[src/rtl/core/block_coefficient_run_decoder_core_macros.svh]
// assertion macros used by the coefficient run decoder datapath
`ifndef BLOCK_COEFFICIENT_RUN_DECODER_CORE_MACROS_SVH
`define BLOCK_COEFFICIENT_RUN_DECODER_CORE_MACROS_SVH

// same-cycle implication, sampled on clk_i, off during reset
`define BCRD_ASSERT_IMP(label, ante, cons, msg) \
  label: assert property (@(posedge clk_i) disable iff (!rst_ni) (ante) |-> (cons)) \
    else $error(msg);

// next-cycle implication, sampled on clk_i, off during reset
`define BCRD_ASSERT_NEXT(label, ante, cons, msg) \
  label: assert property (@(posedge clk_i) disable iff (!rst_ni) (ante) |=> (cons)) \
    else $error(msg);

`endif

[src/rtl/core/bcrd_pkg.sv]
// types, constants and helper functions of the coefficient run decoder
package bcrd_pkg;

  localparam int unsigned BLOCK_COEFFS_DEF     = 64;
  localparam int unsigned BLOCKS_PER_GROUP_DEF = 6;

  // symbol class boundaries on the first byte
  localparam logic [7:0] MARKER_BYTE   = 8'hAF;
  localparam logic [7:0] SYM_SHORT_LIM = 8'h80;
  localparam logic [7:0] SYM_MID_LIM   = 8'hA0;
  localparam logic [7:0] SYM_RUN_LIM   = 8'hC0;
  localparam logic [7:0] SYM_ESC_LIM   = 8'hE0;
  localparam logic [7:0] ESC_WORD_LIM  = 8'hF0;
  localparam logic [7:0] ESC_RUN1_LIM  = 8'hF4;
  localparam logic [7:0] ESC_LONG_LIM  = 8'hF8;
  localparam logic [7:0] SYM_UNDEF_LIM = 8'hFC;

  localparam logic [2:0] KIND_U = 3'd4;
  localparam logic [2:0] KIND_V = 3'd5;

  typedef struct packed {
    logic [7:0] stream_byte;
    logic       row_start;
  } in_beat_t;

  typedef struct packed {
    logic signed [31:0] coefficient;
    logic        [5:0]  position;
    logic        [2:0]  block_kind;
    logic               block_last;
    logic               decode_error;
  } out_beat_t;

  typedef enum logic [1:0] {
    EMIT_VAL  = 2'd0,
    EMIT_ZERO = 2'd1,
    EMIT_FILL = 2'd2
  } emit_sel_e;

  typedef struct packed {
    logic      accept;
    logic      emit;
    emit_sel_e sel;
  } cmd_t;

  typedef struct packed {
    logic dec_has;
    logic dec_lead;
    logic dec_zero;
    logic dec_tail;
    logic job_tail;
    logic job_fill;
    logic zcnt_one;
    logic emit_last;
    logic out_ready;
  } sts_t;

  // zigzag sign unfold, logical shift
  function automatic logic [31:0] unfold(input logic [31:0] j);
    return (j >> 1) ^ {32{j[0]}};
  endfunction

  // bytes that follow an escape prefix
  function automatic logic [2:0] escape_len(input logic [7:0] b);
    logic [2:0] len;
    if (b < ESC_WORD_LIM) begin
      len = 3'd1;
    end else if (b < ESC_RUN1_LIM) begin
      len = 3'd2;
    end else if (b < ESC_LONG_LIM) begin
      len = 3'd3;
    end else begin
      len = 3'd4;
    end
    return len;
  endfunction

endpackage

[src/rtl/core/block_coefficient_run_decoder_core.sv]
// top level of the block coefficient run decoder
// usage:
//   input channel: one stream byte per beat with its row_start flag, taken
//   on in_valid_i high and in_stall_o low
//   output channel: one coefficient per beat with position, block kind,
//   block_last and decode_error, taken on out_valid_o high and out_stall_i low
// timing:
//   a byte that yields no coefficient (escape byte, block marker) is done
//   when it is accepted; a byte that yields n coefficients occupies the
//   accept cycle, then one coefficient per cycle from the emit sequencer
//   while the output is not stalled, paced by the single output register
//   the first coefficient passes the sequencer state register, then the output register
//   a zero fill of a whole block can come from a single byte
// backpressure:
//   while out_stall_i holds a beat the sequencer waits and in_stall_o stays
//   high; the next byte can be taken while the last coefficient still waits
// reset:
//   rst_ni low clears position, block counter, dc predictors and any
//   partly read escape; no clearing pass is needed after reset
module block_coefficient_run_decoder_core import bcrd_pkg::*; #(
  parameter int unsigned BlockCoeffs    = BLOCK_COEFFS_DEF,
  parameter int unsigned BlocksPerGroup = BLOCKS_PER_GROUP_DEF
) (
  input  logic      clk_i,
  input  logic      rst_ni,
  input  logic      in_valid_i,
  output logic      in_stall_o,
  input  in_beat_t  in_beat_i,
  output logic      out_valid_o,
  input  logic      out_stall_i,
  output out_beat_t out_beat_o
);

  // command from sequencer, status back from datapath
  cmd_t cmd;
  sts_t sts;

  // sequencer: idle takes a byte, then lead value, zero run, tail value or fill
  bcrd_ctrl u_ctrl (
    .clk_i      (clk_i),
    .rst_ni     (rst_ni),
    .in_valid_i (in_valid_i),
    .sts_i      (sts),
    .cmd_o      (cmd),
    .in_stall_o (in_stall_o)
  );

  // datapath: symbol decode, escape gather, position, predictors, output beat
  bcrd_datapath #(
    .BlockCoeffs    (BlockCoeffs),
    .BlocksPerGroup (BlocksPerGroup)
  ) u_datapath (
    .clk_i       (clk_i),
    .rst_ni      (rst_ni),
    .in_beat_i   (in_beat_i),
    .out_stall_i (out_stall_i),
    .cmd_i       (cmd),
    .sts_o       (sts),
    .out_valid_o (out_valid_o),
    .out_beat_o  (out_beat_o)
  );

endmodule

[src/rtl/core/bcrd_ctrl.sv]
// emit sequencer state machine of the coefficient run decoder
module bcrd_ctrl import bcrd_pkg::*; (
  input  logic clk_i,
  input  logic rst_ni,
  input  logic in_valid_i,
  input  sts_t sts_i,
  output cmd_t cmd_o,
  output logic in_stall_o
);

  typedef enum logic [4:0] {
    ST_IDLE = 5'b00001,
    ST_LEAD = 5'b00010,
    ST_ZERO = 5'b00100,
    ST_TAIL = 5'b01000,
    ST_FILL = 5'b10000
  } state_e;

  state_e state_q, state_d;

  always_comb begin
    state_d    = state_q;
    cmd_o      = '0;
    cmd_o.sel  = EMIT_VAL;
    unique case (state_q)
      ST_IDLE: begin
        cmd_o.accept = in_valid_i;
        if (in_valid_i && sts_i.dec_has) begin
          priority if (sts_i.dec_lead) begin
            state_d = ST_LEAD;
          end else if (sts_i.dec_zero) begin
            state_d = ST_ZERO;
          end else if (sts_i.dec_tail) begin
            state_d = ST_TAIL;
          end else begin
            state_d = ST_FILL;
          end
        end
      end
      ST_LEAD: begin
        if (sts_i.out_ready) begin
          cmd_o.emit = 1'b1;
          cmd_o.sel  = EMIT_VAL;
          state_d    = sts_i.job_fill ? ST_FILL : ST_IDLE;
        end
      end
      ST_ZERO: begin
        if (sts_i.out_ready) begin
          cmd_o.emit = 1'b1;
          cmd_o.sel  = EMIT_ZERO;
          if (sts_i.zcnt_one) begin
            state_d = sts_i.job_tail ? ST_TAIL : ST_IDLE;
          end
        end
      end
      ST_TAIL: begin
        if (sts_i.out_ready) begin
          cmd_o.emit = 1'b1;
          cmd_o.sel  = EMIT_VAL;
          state_d    = ST_IDLE;
        end
      end
      ST_FILL: begin
        if (sts_i.out_ready) begin
          cmd_o.emit = 1'b1;
          cmd_o.sel  = EMIT_FILL;
          if (sts_i.emit_last) begin
            state_d = ST_IDLE;
          end
        end
      end
      default: begin
        state_d = ST_IDLE;
      end
    endcase
  end

  assign in_stall_o = (state_q != ST_IDLE);

  always_ff @(posedge clk_i or negedge rst_ni) begin
    if (!rst_ni) begin
      state_q <= ST_IDLE;
    end else begin
      state_q <= state_d;
    end
  end

endmodule

[src/rtl/core/bcrd_datapath.sv]
// symbol decode, block position, dc predictors and output register
`include "block_coefficient_run_decoder_core_macros.svh"

module bcrd_datapath import bcrd_pkg::*; #(
  parameter int unsigned BlockCoeffs    = BLOCK_COEFFS_DEF,
  parameter int unsigned BlocksPerGroup = BLOCKS_PER_GROUP_DEF
) (
  input  logic      clk_i,
  input  logic      rst_ni,
  input  in_beat_t  in_beat_i,
  input  logic      out_stall_i,
  input  cmd_t      cmd_i,
  output sts_t      sts_o,
  output logic      out_valid_o,
  output out_beat_t out_beat_o
);

  localparam int PosW = $clog2(BlockCoeffs);
  localparam int SumW = PosW + 2;
  localparam int CntW = $clog2(BlocksPerGroup);
  localparam logic [SumW-1:0] NCoef    = SumW'(BlockCoeffs);
  localparam logic [CntW:0]   GroupLen = (CntW + 1)'(BlocksPerGroup);

  // decode state
  logic [2:0]      pending_q;
  logic [7:0]      prefix_q;
  logic [31:0]     acc_q;
  logic            marker_q;
  logic [PosW-1:0] pos_q;
  logic [CntW-1:0] blk_q;
  logic [31:0]     pred_luma_q, pred_u_q, pred_v_q;

  // current job
  logic [31:0]     job_val_q;
  logic [5:0]      zcnt_q;
  logic            job_tail_q, job_fill_q, job_err_q;

  logic            out_valid_q;
  out_beat_t       out_q;

  logic [7:0]  b;
  logic [1:0]  esc_k;
  logic [31:0] acc_ins;
  logic        pos_zero;
  logic        sym_done, sym_bad, esc_start, marker_skip, clear_pred;
  logic [5:0]  sym_run;
  logic [31:0] sym_val;
  logic        new_lead, new_tail, new_fill, new_err;
  logic [5:0]  new_zcnt;
  logic [SumW-1:0] pos_ext, run_ext;

  assign b        = in_beat_i.stream_byte;
  assign esc_k    = 2'(escape_len(prefix_q) - pending_q);
  assign acc_ins  = acc_q | (32'(b) << {esc_k, 3'b000});
  assign pos_zero = (pos_q == '0);
  assign pos_ext  = SumW'(pos_q);
  assign run_ext  = SumW'(sym_run);

  // byte classification
  always_comb begin
    sym_done    = 1'b0;
    sym_bad     = 1'b0;
    esc_start   = 1'b0;
    marker_skip = 1'b0;
    clear_pred  = 1'b0;
    sym_run     = '0;
    sym_val     = '0;
    if (pending_q != '0) begin
      if (pending_q == 3'd1) begin
        sym_done = 1'b1;
        sym_val  = unfold(acc_ins);
        priority if (prefix_q < ESC_WORD_LIM) begin
          sym_run = 6'(prefix_q[3:2]);
        end else if (prefix_q >= ESC_RUN1_LIM && prefix_q < ESC_LONG_LIM) begin
          sym_run = 6'd1;
        end else begin
          sym_run = 6'd0;
        end
      end
    end else begin
      clear_pred = pos_zero && in_beat_i.row_start;
      priority if (pos_zero && !marker_q && b == MARKER_BYTE) begin
        marker_skip = 1'b1;
      end else if (b >= SYM_ESC_LIM && b < SYM_UNDEF_LIM) begin
        esc_start = 1'b1;
      end else if (b >= SYM_UNDEF_LIM) begin
        sym_done = 1'b1;
        sym_bad  = 1'b1;
      end else if (b < SYM_SHORT_LIM) begin
        sym_done = 1'b1;
        sym_run  = 6'(b[7:4]);
        sym_val  = unfold(32'(b[3:0]));
      end else if (b < SYM_MID_LIM) begin
        sym_done = 1'b1;
        sym_run  = 6'(b[4:2]) + 6'd8;
        sym_val  = unfold(32'(b[1:0]) + 32'd1);
      end else if (b < SYM_RUN_LIM) begin
        sym_done = 1'b1;
        sym_run  = 6'(b[4:0]) + 6'd1;
      end else begin
        sym_done = 1'b1;
        sym_val  = unfold(32'(b[4:0]) + 32'd16);
      end
    end
  end

  // symbol to job
  always_comb begin
    new_lead = 1'b0;
    new_tail = 1'b0;
    new_fill = 1'b0;
    new_err  = 1'b0;
    new_zcnt = '0;
    priority if (sym_bad) begin
      new_fill = 1'b1;
      new_err  = 1'b1;
    end else if (pos_zero) begin
      priority if (sym_run == 6'd1) begin
        new_lead = 1'b1;
        new_fill = 1'b1;
      end else if (sym_run != '0) begin
        new_fill = 1'b1;
        new_err  = 1'b1;
      end else begin
        new_lead = 1'b1;
      end
    end else if (sym_val == '0) begin
      priority if (sym_run == '0) begin
        new_fill = 1'b1;
      end else if (pos_ext + run_ext > NCoef) begin
        new_fill = 1'b1;
        new_err  = 1'b1;
      end else begin
        new_zcnt = sym_run;
      end
    end else begin
      if (pos_ext + run_ext + SumW'(1) > NCoef) begin
        new_fill = 1'b1;
        new_err  = 1'b1;
      end else begin
        new_zcnt = sym_run;
        new_tail = 1'b1;
      end
    end
  end

  // coefficient formation
  logic [CntW:0] blk_ahead;
  logic [2:0]    kind;
  logic [31:0]   coef_raw, pred_sel, pred_sum, coef_out;
  logic          emit_last, emit_err, out_ready;

  assign blk_ahead = (CntW + 1)'(blk_q) + (CntW + 1)'(2);

  always_comb begin
    priority if (blk_ahead < GroupLen) begin
      kind = 3'(blk_q);
    end else if (blk_ahead == GroupLen) begin
      kind = KIND_U;
    end else begin
      kind = KIND_V;
    end
  end

  always_comb begin
    priority if (kind == KIND_U) begin
      pred_sel = pred_u_q;
    end else if (kind == KIND_V) begin
      pred_sel = pred_v_q;
    end else begin
      pred_sel = pred_luma_q;
    end
  end

  assign coef_raw  = (cmd_i.sel == EMIT_VAL) ? job_val_q : '0;
  assign pred_sum  = pred_sel + coef_raw;
  assign coef_out  = pos_zero ? pred_sum : coef_raw;
  assign emit_last = (pos_ext + SumW'(1)) >= NCoef;
  assign emit_err  = (cmd_i.sel == EMIT_FILL) && job_err_q;
  assign out_ready = !out_valid_q || !out_stall_i;

  // control state
  always_ff @(posedge clk_i or negedge rst_ni) begin
    if (!rst_ni) begin
      pending_q   <= '0;
      marker_q    <= 1'b0;
      pos_q       <= '0;
      blk_q       <= '0;
      pred_luma_q <= '0;
      pred_u_q    <= '0;
      pred_v_q    <= '0;
      zcnt_q      <= '0;
      job_tail_q  <= 1'b0;
      job_fill_q  <= 1'b0;
      job_err_q   <= 1'b0;
      out_valid_q <= 1'b0;
    end else begin
      if (cmd_i.accept) begin
        if (pending_q != '0) begin
          pending_q <= pending_q - 3'd1;
        end else if (esc_start) begin
          pending_q <= escape_len(b);
        end
        if (marker_skip) begin
          marker_q <= 1'b1;
        end
        if (clear_pred) begin
          pred_luma_q <= '0;
          pred_u_q    <= '0;
          pred_v_q    <= '0;
        end
        if (sym_done) begin
          zcnt_q     <= new_zcnt;
          job_tail_q <= new_tail;
          job_fill_q <= new_fill;
          job_err_q  <= new_err;
        end
      end
      if (cmd_i.emit) begin
        if (cmd_i.sel == EMIT_ZERO) begin
          zcnt_q <= zcnt_q - 6'd1;
        end
        if (pos_zero) begin
          priority if (kind == KIND_U) begin
            pred_u_q <= pred_sum;
          end else if (kind == KIND_V) begin
            pred_v_q <= pred_sum;
          end else begin
            pred_luma_q <= pred_sum;
          end
        end
        if (emit_last) begin
          pos_q    <= '0;
          marker_q <= 1'b0;
          if ((CntW + 1)'(blk_q) + (CntW + 1)'(1) >= GroupLen) begin
            blk_q <= '0;
          end else begin
            blk_q <= blk_q + CntW'(1);
          end
        end else begin
          pos_q <= pos_q + PosW'(1);
        end
      end
      if (cmd_i.emit) begin
        out_valid_q <= 1'b1;
      end else if (!out_stall_i) begin
        out_valid_q <= 1'b0;
      end
    end
  end

  // payload registers
  always_ff @(posedge clk_i) begin
    if (cmd_i.accept) begin
      if (pending_q != '0) begin
        acc_q <= acc_ins;
      end else if (esc_start) begin
        prefix_q <= b;
        acc_q    <= (b < ESC_WORD_LIM) ? {22'd0, b[1:0], 8'd0} : 32'd0;
      end
      if (sym_done) begin
        job_val_q <= sym_val;
      end
    end
    if (cmd_i.emit) begin
      out_q.coefficient  <= $signed(coef_out);
      out_q.position     <= 6'(pos_q);
      out_q.block_kind   <= kind;
      out_q.block_last   <= emit_last;
      out_q.decode_error <= emit_err;
    end
  end

  always_comb begin
    sts_o           = '0;
    sts_o.dec_has   = sym_done;
    sts_o.dec_lead  = new_lead;
    sts_o.dec_zero  = (new_zcnt != '0);
    sts_o.dec_tail  = new_tail;
    sts_o.job_tail  = job_tail_q;
    sts_o.job_fill  = job_fill_q;
    sts_o.zcnt_one  = (zcnt_q == 6'd1);
    sts_o.emit_last = emit_last;
    sts_o.out_ready = out_ready;
  end

  assign out_valid_o = out_valid_q;
  assign out_beat_o  = out_q;

  `BCRD_ASSERT_IMP(a_accept_no_emit, cmd_i.accept, !cmd_i.emit, "byte taken while emitting")
  `BCRD_ASSERT_NEXT(a_last_wraps, cmd_i.emit && emit_last, pos_q == '0, "block end did not wrap")
  `BCRD_ASSERT_IMP(a_zero_count, cmd_i.emit && cmd_i.sel == EMIT_ZERO, zcnt_q != '0, "run count empty")

endmodule

[config.mk]
export PLATFORM = sky130hd
export DESIGN_NAME = block_coefficient_run_decoder_core
export DESIGN_NICKNAME = d
export VERILOG_FILES = /design/src/rtl/core/bcrd_pkg.sv /design/src/rtl/core/block_coefficient_run_decoder_core.sv /design/src/rtl/core/bcrd_ctrl.sv /design/src/rtl/core/bcrd_datapath.sv
export VERILOG_INCLUDE_DIRS = /design/src /design/src/rtl/core
export SDC_FILE = /design/constraint.sdc
export NUM_CORES = 1
export LEC_CHECK = 0
export ABC_AREA = 1
export BUFFER_PORTS_ARGS = -buffer_cell sky130_fd_sc_hd__buf_2
export CORE_UTILIZATION = 60
export CTS_BUF_LIST = sky130_fd_sc_hd__clkbuf_8
export DETAILED_ROUTE_END_ITERATION = 8
export PLACE_DENSITY = 0.75
export SLEW_MARGIN = 20
export SYNTH_ARGS = -nofsm -noshare
export SYNTH_HDL_FRONTEND = slang
export SYNTH_SLANG_ARGS = --single-unit
[constraint.sdc]
create_clock -name clk_i -period 6.05 [get_ports clk_i]
set_input_delay 1.21 -clock clk_i [delete_from_list [all_inputs] [get_ports clk_i]]
set_output_delay 1.21 -clock clk_i [all_outputs]
set_load 0.02 [all_outputs]
Word-level counts from Yosys, hierarchy flattened

Cells that the tools add are included.

Register bits after elaboration: 239
Bits of input ports: 13
Output and inout bits: 45
Logic and storage cells: 232

Add/sub/neg operators: 15
Order comparisons: 18
Equality and inequality tests: 23
Shift operators: 1
Muxes and demuxes: 123
Bitwise logic cells: 6
Reduce and logical (&&, ||, !) cells: 25

Operators with widths:

| cell                  | count |
|---|---|
| $mux W32              | 31 |
| $mux W6               | 20 |
| $xor A31 B32 Y32      | 3 |
| $lt A8 B8 Y1 const B  | 10 |
| $mux W5               | 11 |
| $mux W1               | 44 |
| $add A32 B32 Y32      | 1 |
| $logic_not A32 Y1     | 1 |
| $or A32 B32 Y32       | 1 |
| $shl A8 B5 Y32        | 1 |
| $xor A3 B32 Y32       | 1 |
| $mux W3               | 10 |
| $pmux W5 S5           | 1 |
| $ge A8 B8 Y1 const B  | 3 |
| $gt A8 B7 Y1 const B  | 2 |
| $ne A2 B1 Y1 const B  | 7 |
| $eq A6 B1 Y1 const B  | 2 |
| $logic_not A6 Y1      | 2 |
| $reduce_bool A6 Y1    | 2 |
| $mux W10              | 1 |
| $pmux W3 S3           | 1 |
| $add A8 B1 Y8 const B | 1 |
| $eq A8 B8 Y1 const B  | 1 |
| $ge A8 B7 Y1 const B  | 1 |
| other kinds (40)      | 53 |

Depth between registers and ports, before layout

Depth after elaboration: 20
Gate-level depth with buffers: 31
Gate-level depth less buffers: 30

Modules after synthesis

From an unflattened synthesis, not the netlist that was laid out.

Cells, all modules: 1790
Area, all modules: 14107.3 µm²

Modules (own cells, without submodules):

| module        | times used | cells each | area each (µm²) | sequential area each (µm²) |
|---|---|---|---|---|
| bcrd_datapath | 1          | 1716       | 13654.3         | 6371.1 |
| bcrd_ctrl     | 1          | 74         | 452.9           | 126.4 |

Worst setup path after synthesis

OpenSTA, ideal clock, no wires.

Path kind: reg-to-reg
Start: register u_datapath.blk_q[1]
End: register u_datapath.out_q, in the netlist u_datapath.out_beat_o[37], data pin
Setup time: 0.270 ns
Arrival: 3.941 ns
Required time: 5.780 ns
Path slack: 1.839 ns
Stages on the path, launching flop included: 30
Path buffers: 1
Cells stage by stage: dfrtp_1 > inv_1 > ha_1 > nor2_1 > nand2_1 > nand2_1 > inv_1 > nor2_1 > clkbuf_1 > nand2_1 > nand3_1 > ha_1 > inv_1 > fa_1 > o21ai_1 > nand3_1 > nand2_1 > nand3_1 > nand2_1 > nand2_1 > nand2_1 > nand2_1 > nand2_1 > nand3_1 > nand2_1 > nand2_1 > o21ai_2 > a21boi_0 > xor2_1 > o21ai_0

RTL lines:

| what                        | line                 | text |
|---|---|---|
| start: declaration          | bcrd_datapath.sv:30  | `logic [CntW-1:0] blk_q;` |
| start signal: assignment    | bcrd_datapath.sv:238 | `blk_q <= blk_q + CntW'(1);` |
| $add A3 B2 Y4 (*)           | bcrd_datapath.sv:153 | `assign blk_ahead = (CntW + 1)'(blk_q) + (CntW + 1)'(2);` |
| $lt A4 B3 Y1 (*)            | bcrd_datapath.sv:156 | `priority if (blk_ahead < GroupLen) begin` |
| $mux W3 (*)                 | bcrd_datapath.sv:156 |  |
| net u_datapath.kind[2]      | bcrd_datapath.sv:149 | `logic [2:0] kind;` |
| $eq A3 B3 Y1                | bcrd_datapath.sv:168 | `end else if (kind == KIND_V) begin` |
| $mux W32                    | bcrd_datapath.sv:168 |  |
| $mux W32 (*)                | bcrd_datapath.sv:166 | `priority if (kind == KIND_U) begin` |
| $add A32 B32 Y32 (*)        | bcrd_datapath.sv:176 | `assign pred_sum = pred_sel + coef_raw;` |
| $mux W32 (*)                | bcrd_datapath.sv:177 | `assign coef_out = pos_zero ? pred_sum : coef_raw;` |
| net u_datapath.coef_out[26] | bcrd_datapath.sv:150 | `logic [31:0] coef_raw, pred_sel, pred_sum, coef_out;` |
| end: declaration            | bcrd_datapath.sv:39  | `out_beat_t out_q;` |

Mark *: on every way through the listed nets, which the timed path passes. The rest lies on a longest branch.
A chain may end at the register's enable or synchronous reset.

Worst setup path after layout

Same ends and word-level chain as after synthesis.

==> impl_metrics.ini <==
[outcome]
status = finished, final reports clean

[route]
drt_iter0_markers = 976
vias_per_cell = 5.70
drc_errors = 0
drt_wl_total_um = 34900
wl_per_cell_um = 16.6
firstDrtPassIters = 5
ant_nets = 0
vias = 11956

[sta]
final_max_slew_viol_count = 0
max_slew.worst_pin.slew_ns = 1.08
maxSlewHeadroom = 0.282
rsz0062_at_grt = no
clock_skew_ns = 0.0265
hold_violations = 0
setup_viol = 0
setup-tns-final_ns = 0
min_period_ns = 4.98
finalCritPeriodShare = 0.822
fmax_mhz = 201

[clock_network]
cts_sinks = 237
ctsHoldBuffers = 0
numCtsBuffers = 43
clk-insertion-delay-late_ns = 0.55
cts_tree = yes
htreeDepth = 2
clk_pin_slew_worst_paths_ns = 0.06
post-cts-setup-buffers = 0
clk_path_buf_depth = 3
cts_repair_resize_count = 0
cts_root_buffer = clkbuf_8

[die]
row_count = 55
die_area_um2 = 23800
start_util = 0.613
chipWidth_um = 154
ios = 58
die_h_um = 154
core_um2 = 22700

[logic_synthesis]
ys_seq_area_frac = 0.467
syn-num-nets = 1807
synth_edf_count = 113
yosysMostFrequentCell = nand2_1
synth_seq_cells = 237
async_flop_share = 0.523
synth_area_um2 = 13900
synthCells = 1740
synth_area_leaders = edfxtp_1 24%, dfrtp_1 22%, nand2_1 11%
avgSynthCellArea_um2 = 8.00
synthDistinctLibCells = 55
synthDominantCellAreaShare = 0.244
synthFlopType = dfrtp_1
synth_top_cell_by_area = edfxtp_1
ys_warn_count = 0
synth_commonest_cells = 404 x nand2_1, 216 x nand3_1, 200 x inv_1, 158 x nor2_1, 148 x o21ai_0

[setup_path]
crit_path_end_kind = flop
worstSetupPathType = flop to flop
start_kind = flop
cp.arrival_ns = 5.23
cp_max_fo = 33
slowest_delay_ns = 0.44
cp_slowest_cell = dfrtp_1
cp.required_ns = 6.31
cpMostUsedCell = nand2_1

[finish]
n_fill_cell = 1898
antenna_cells = 0
multi_input_area_um2 = 6320
drive_gt1_frac = 0.107
fin_nets = 1847
layout.area.seq_um2 = 6500
syn_to_final_growth_pct = 9.28
final_util = 0.670

[power]
power-per-cell-area_nw_per_um2 = 438
seqPwrFrac = 0.353
internal-power_mw = 3.83
pwr-share-comb = 0.425
p_clk_frac = 0.222
power.leakage_nw = 7.46
irDropWorstVdd_mv = 0.335
power.switching_mw = 2.83
switching_share = 0.425

[placed_design]
place.gp.congestion = 0.965
dp_hpwl_um = 23400
portBuffers = 57

[min_path]
hp-class = flop to flop

[grt]
grt_max_degree = 97
grt_pass1_vias = 11279
grt_usage = 0.299
overflow = 0
grt_pass1_wl_um = 56900
grt_antenna_before_repair = 0

[run]
max_cap_viol_count = 0
## critical path: cells and delay by family (launching register included)
kind	cells	cell delay, ns
AO/OA/AOI/OAI	4	0.63
flip-flops	1	0.44
XOR/XNOR	1	0.26
buffers and inverters	4	0.67
adder cells (fa/ha/maj)	3	0.79
AND/OR/NAND/NOR	17	1.87
## power groups by stage
stage / Combinational [mW] / Sequential, mW / Clock (mW)
after floorplan: 1.98 / 2.46 / 0
after global placement: 2.73 / 2.37 / 0
after detailed placement: 2.78 / 2.38 / 0
after CTS: 2.80 / 2.35 / 1.51
after global routing: 3.16 / 2.39 / 1.57
final: 2.83 / 2.35 / 1.48
## layout by cell type (no fill, tap or decap), types with 6 or more instances in the layout
cell / netlist / final
clkbuf_8: 0 / 50
nor2_2: 9 / 10
nand4_1: 11 / 11
o21ai_0: 148 / 148
o21ai_1: 28 / 28
nand3_1: 216 / 215
o21ai_2: 6 / 6
buf_2: 13 / 56
nor3_1: 12 / 12
o21bai_1: 6 / 6
nor2_4: 4 / 6
nand2_1: 404 / 404
xor2_1: 15 / 15
xnor2_1: 20 / 20
a21oi_1: 56 / 55
nor2_1: 158 / 155
dfrtp_1: 123 / 123
buf_4: 2 / 10
inv_1: 200 / 216
edfxtp_1: 113 / 113
nand2_2: 12 / 12
ha_1: 52 / 52
a31oi_1: 7 / 7
inv_2: 9 / 10
## metal layers
layer  part of all wire  track usage
met5                  0            0
met4              0.026       0.0934
met2               0.46        0.484
met3              0.068       0.0516
met1               0.45        0.412
## metrics by stage
stage / cell area, um2 / power (mW) / hold WS [ns] / setup WS, ns / instances
after floorplan: 13900 / 4.44 / 0.452 / 1.84 / 1740
after detailed placement: 14300 / 5.16 / 0.495 / 1.24 / 2019
after global routing: 15200 / 7.12 / 0.525 / 0.658 / 2099
final: 15200 / 6.66 / 0.507 / 1.07 / 2099
after CTS: 15200 / 6.66 / 0.505 / 1.14 / 2098
after global placement: 14300 / 5.10 / 0.486 / 1.37 / 2019
## kinds of logic (layout without fill, tap and decap cells)
kind of cell / count (synthesis) / count (layout) / synth area share
fa+ha+maj: 54 / 54 / 0.0496
flops: 237 / 237 / 0.467
simple gates: 846 / 846 / 0.264
xor+xnor: 35 / 35 / 0.0220
buf+inv: 284 / 358 / 0.0817
compound gates: 284 / 284 / 0.115
## registers in the layout (all words and copies together) (netlist names), 3 cells and up
| name | count |
|---|---|
| u_datapath.out_beat_o | 43 |
| u_datapath.acc_q | 32 |
| u_datapath.job_val_q | 32 |
| u_datapath.pred_luma_q | 32 |
| u_datapath.pred_u_q | 32 |
| u_datapath.pred_v_q | 32 |
| u_datapath.pos_q | 6 |
| u_datapath.prefix_q | 6 |
| u_datapath.zcnt_q | 6 |
| u_ctrl.state_q | 5 |
| u_datapath.blk_q | 3 |
| u_datapath.pending_q | 3 |
## area by class of cell
type | count | share of cell area
multi-input cells | 1219 | 0.416
clock buffers | 50 | 0.0453
well taps | 285 | 0.0235
inverters | 211 | 0.0523
repair buffers | 68 | 0.0259
clock inverters | 29 | 0.0101
flip-flops and latches | 237 | 0.427
## final timing paths
check                                             start                        end  slack (ns)  depth (start not counted)
worst max-delay path                u_datapath.blk_q[1]  u_datapath.out_beat_o[37]        1.07                         29
worst min-delay path            u_datapath.pred_v_q[29]    u_datapath.pred_v_q[29]        0.51                          2
worst max register to register      u_datapath.blk_q[1]  u_datapath.out_beat_o[37]        1.07                         29
worst min register to register  u_datapath.pred_v_q[29]    u_datapath.pred_v_q[29]        0.51                          2
max in group asynchronous                        rst_ni          u_ctrl.state_q[2]        4.26                          2
min in group asynchronous                        rst_ni  u_datapath.pred_luma_q[6]        0.68                          1
Note: power is estimated with default switching activity, not from simulation.
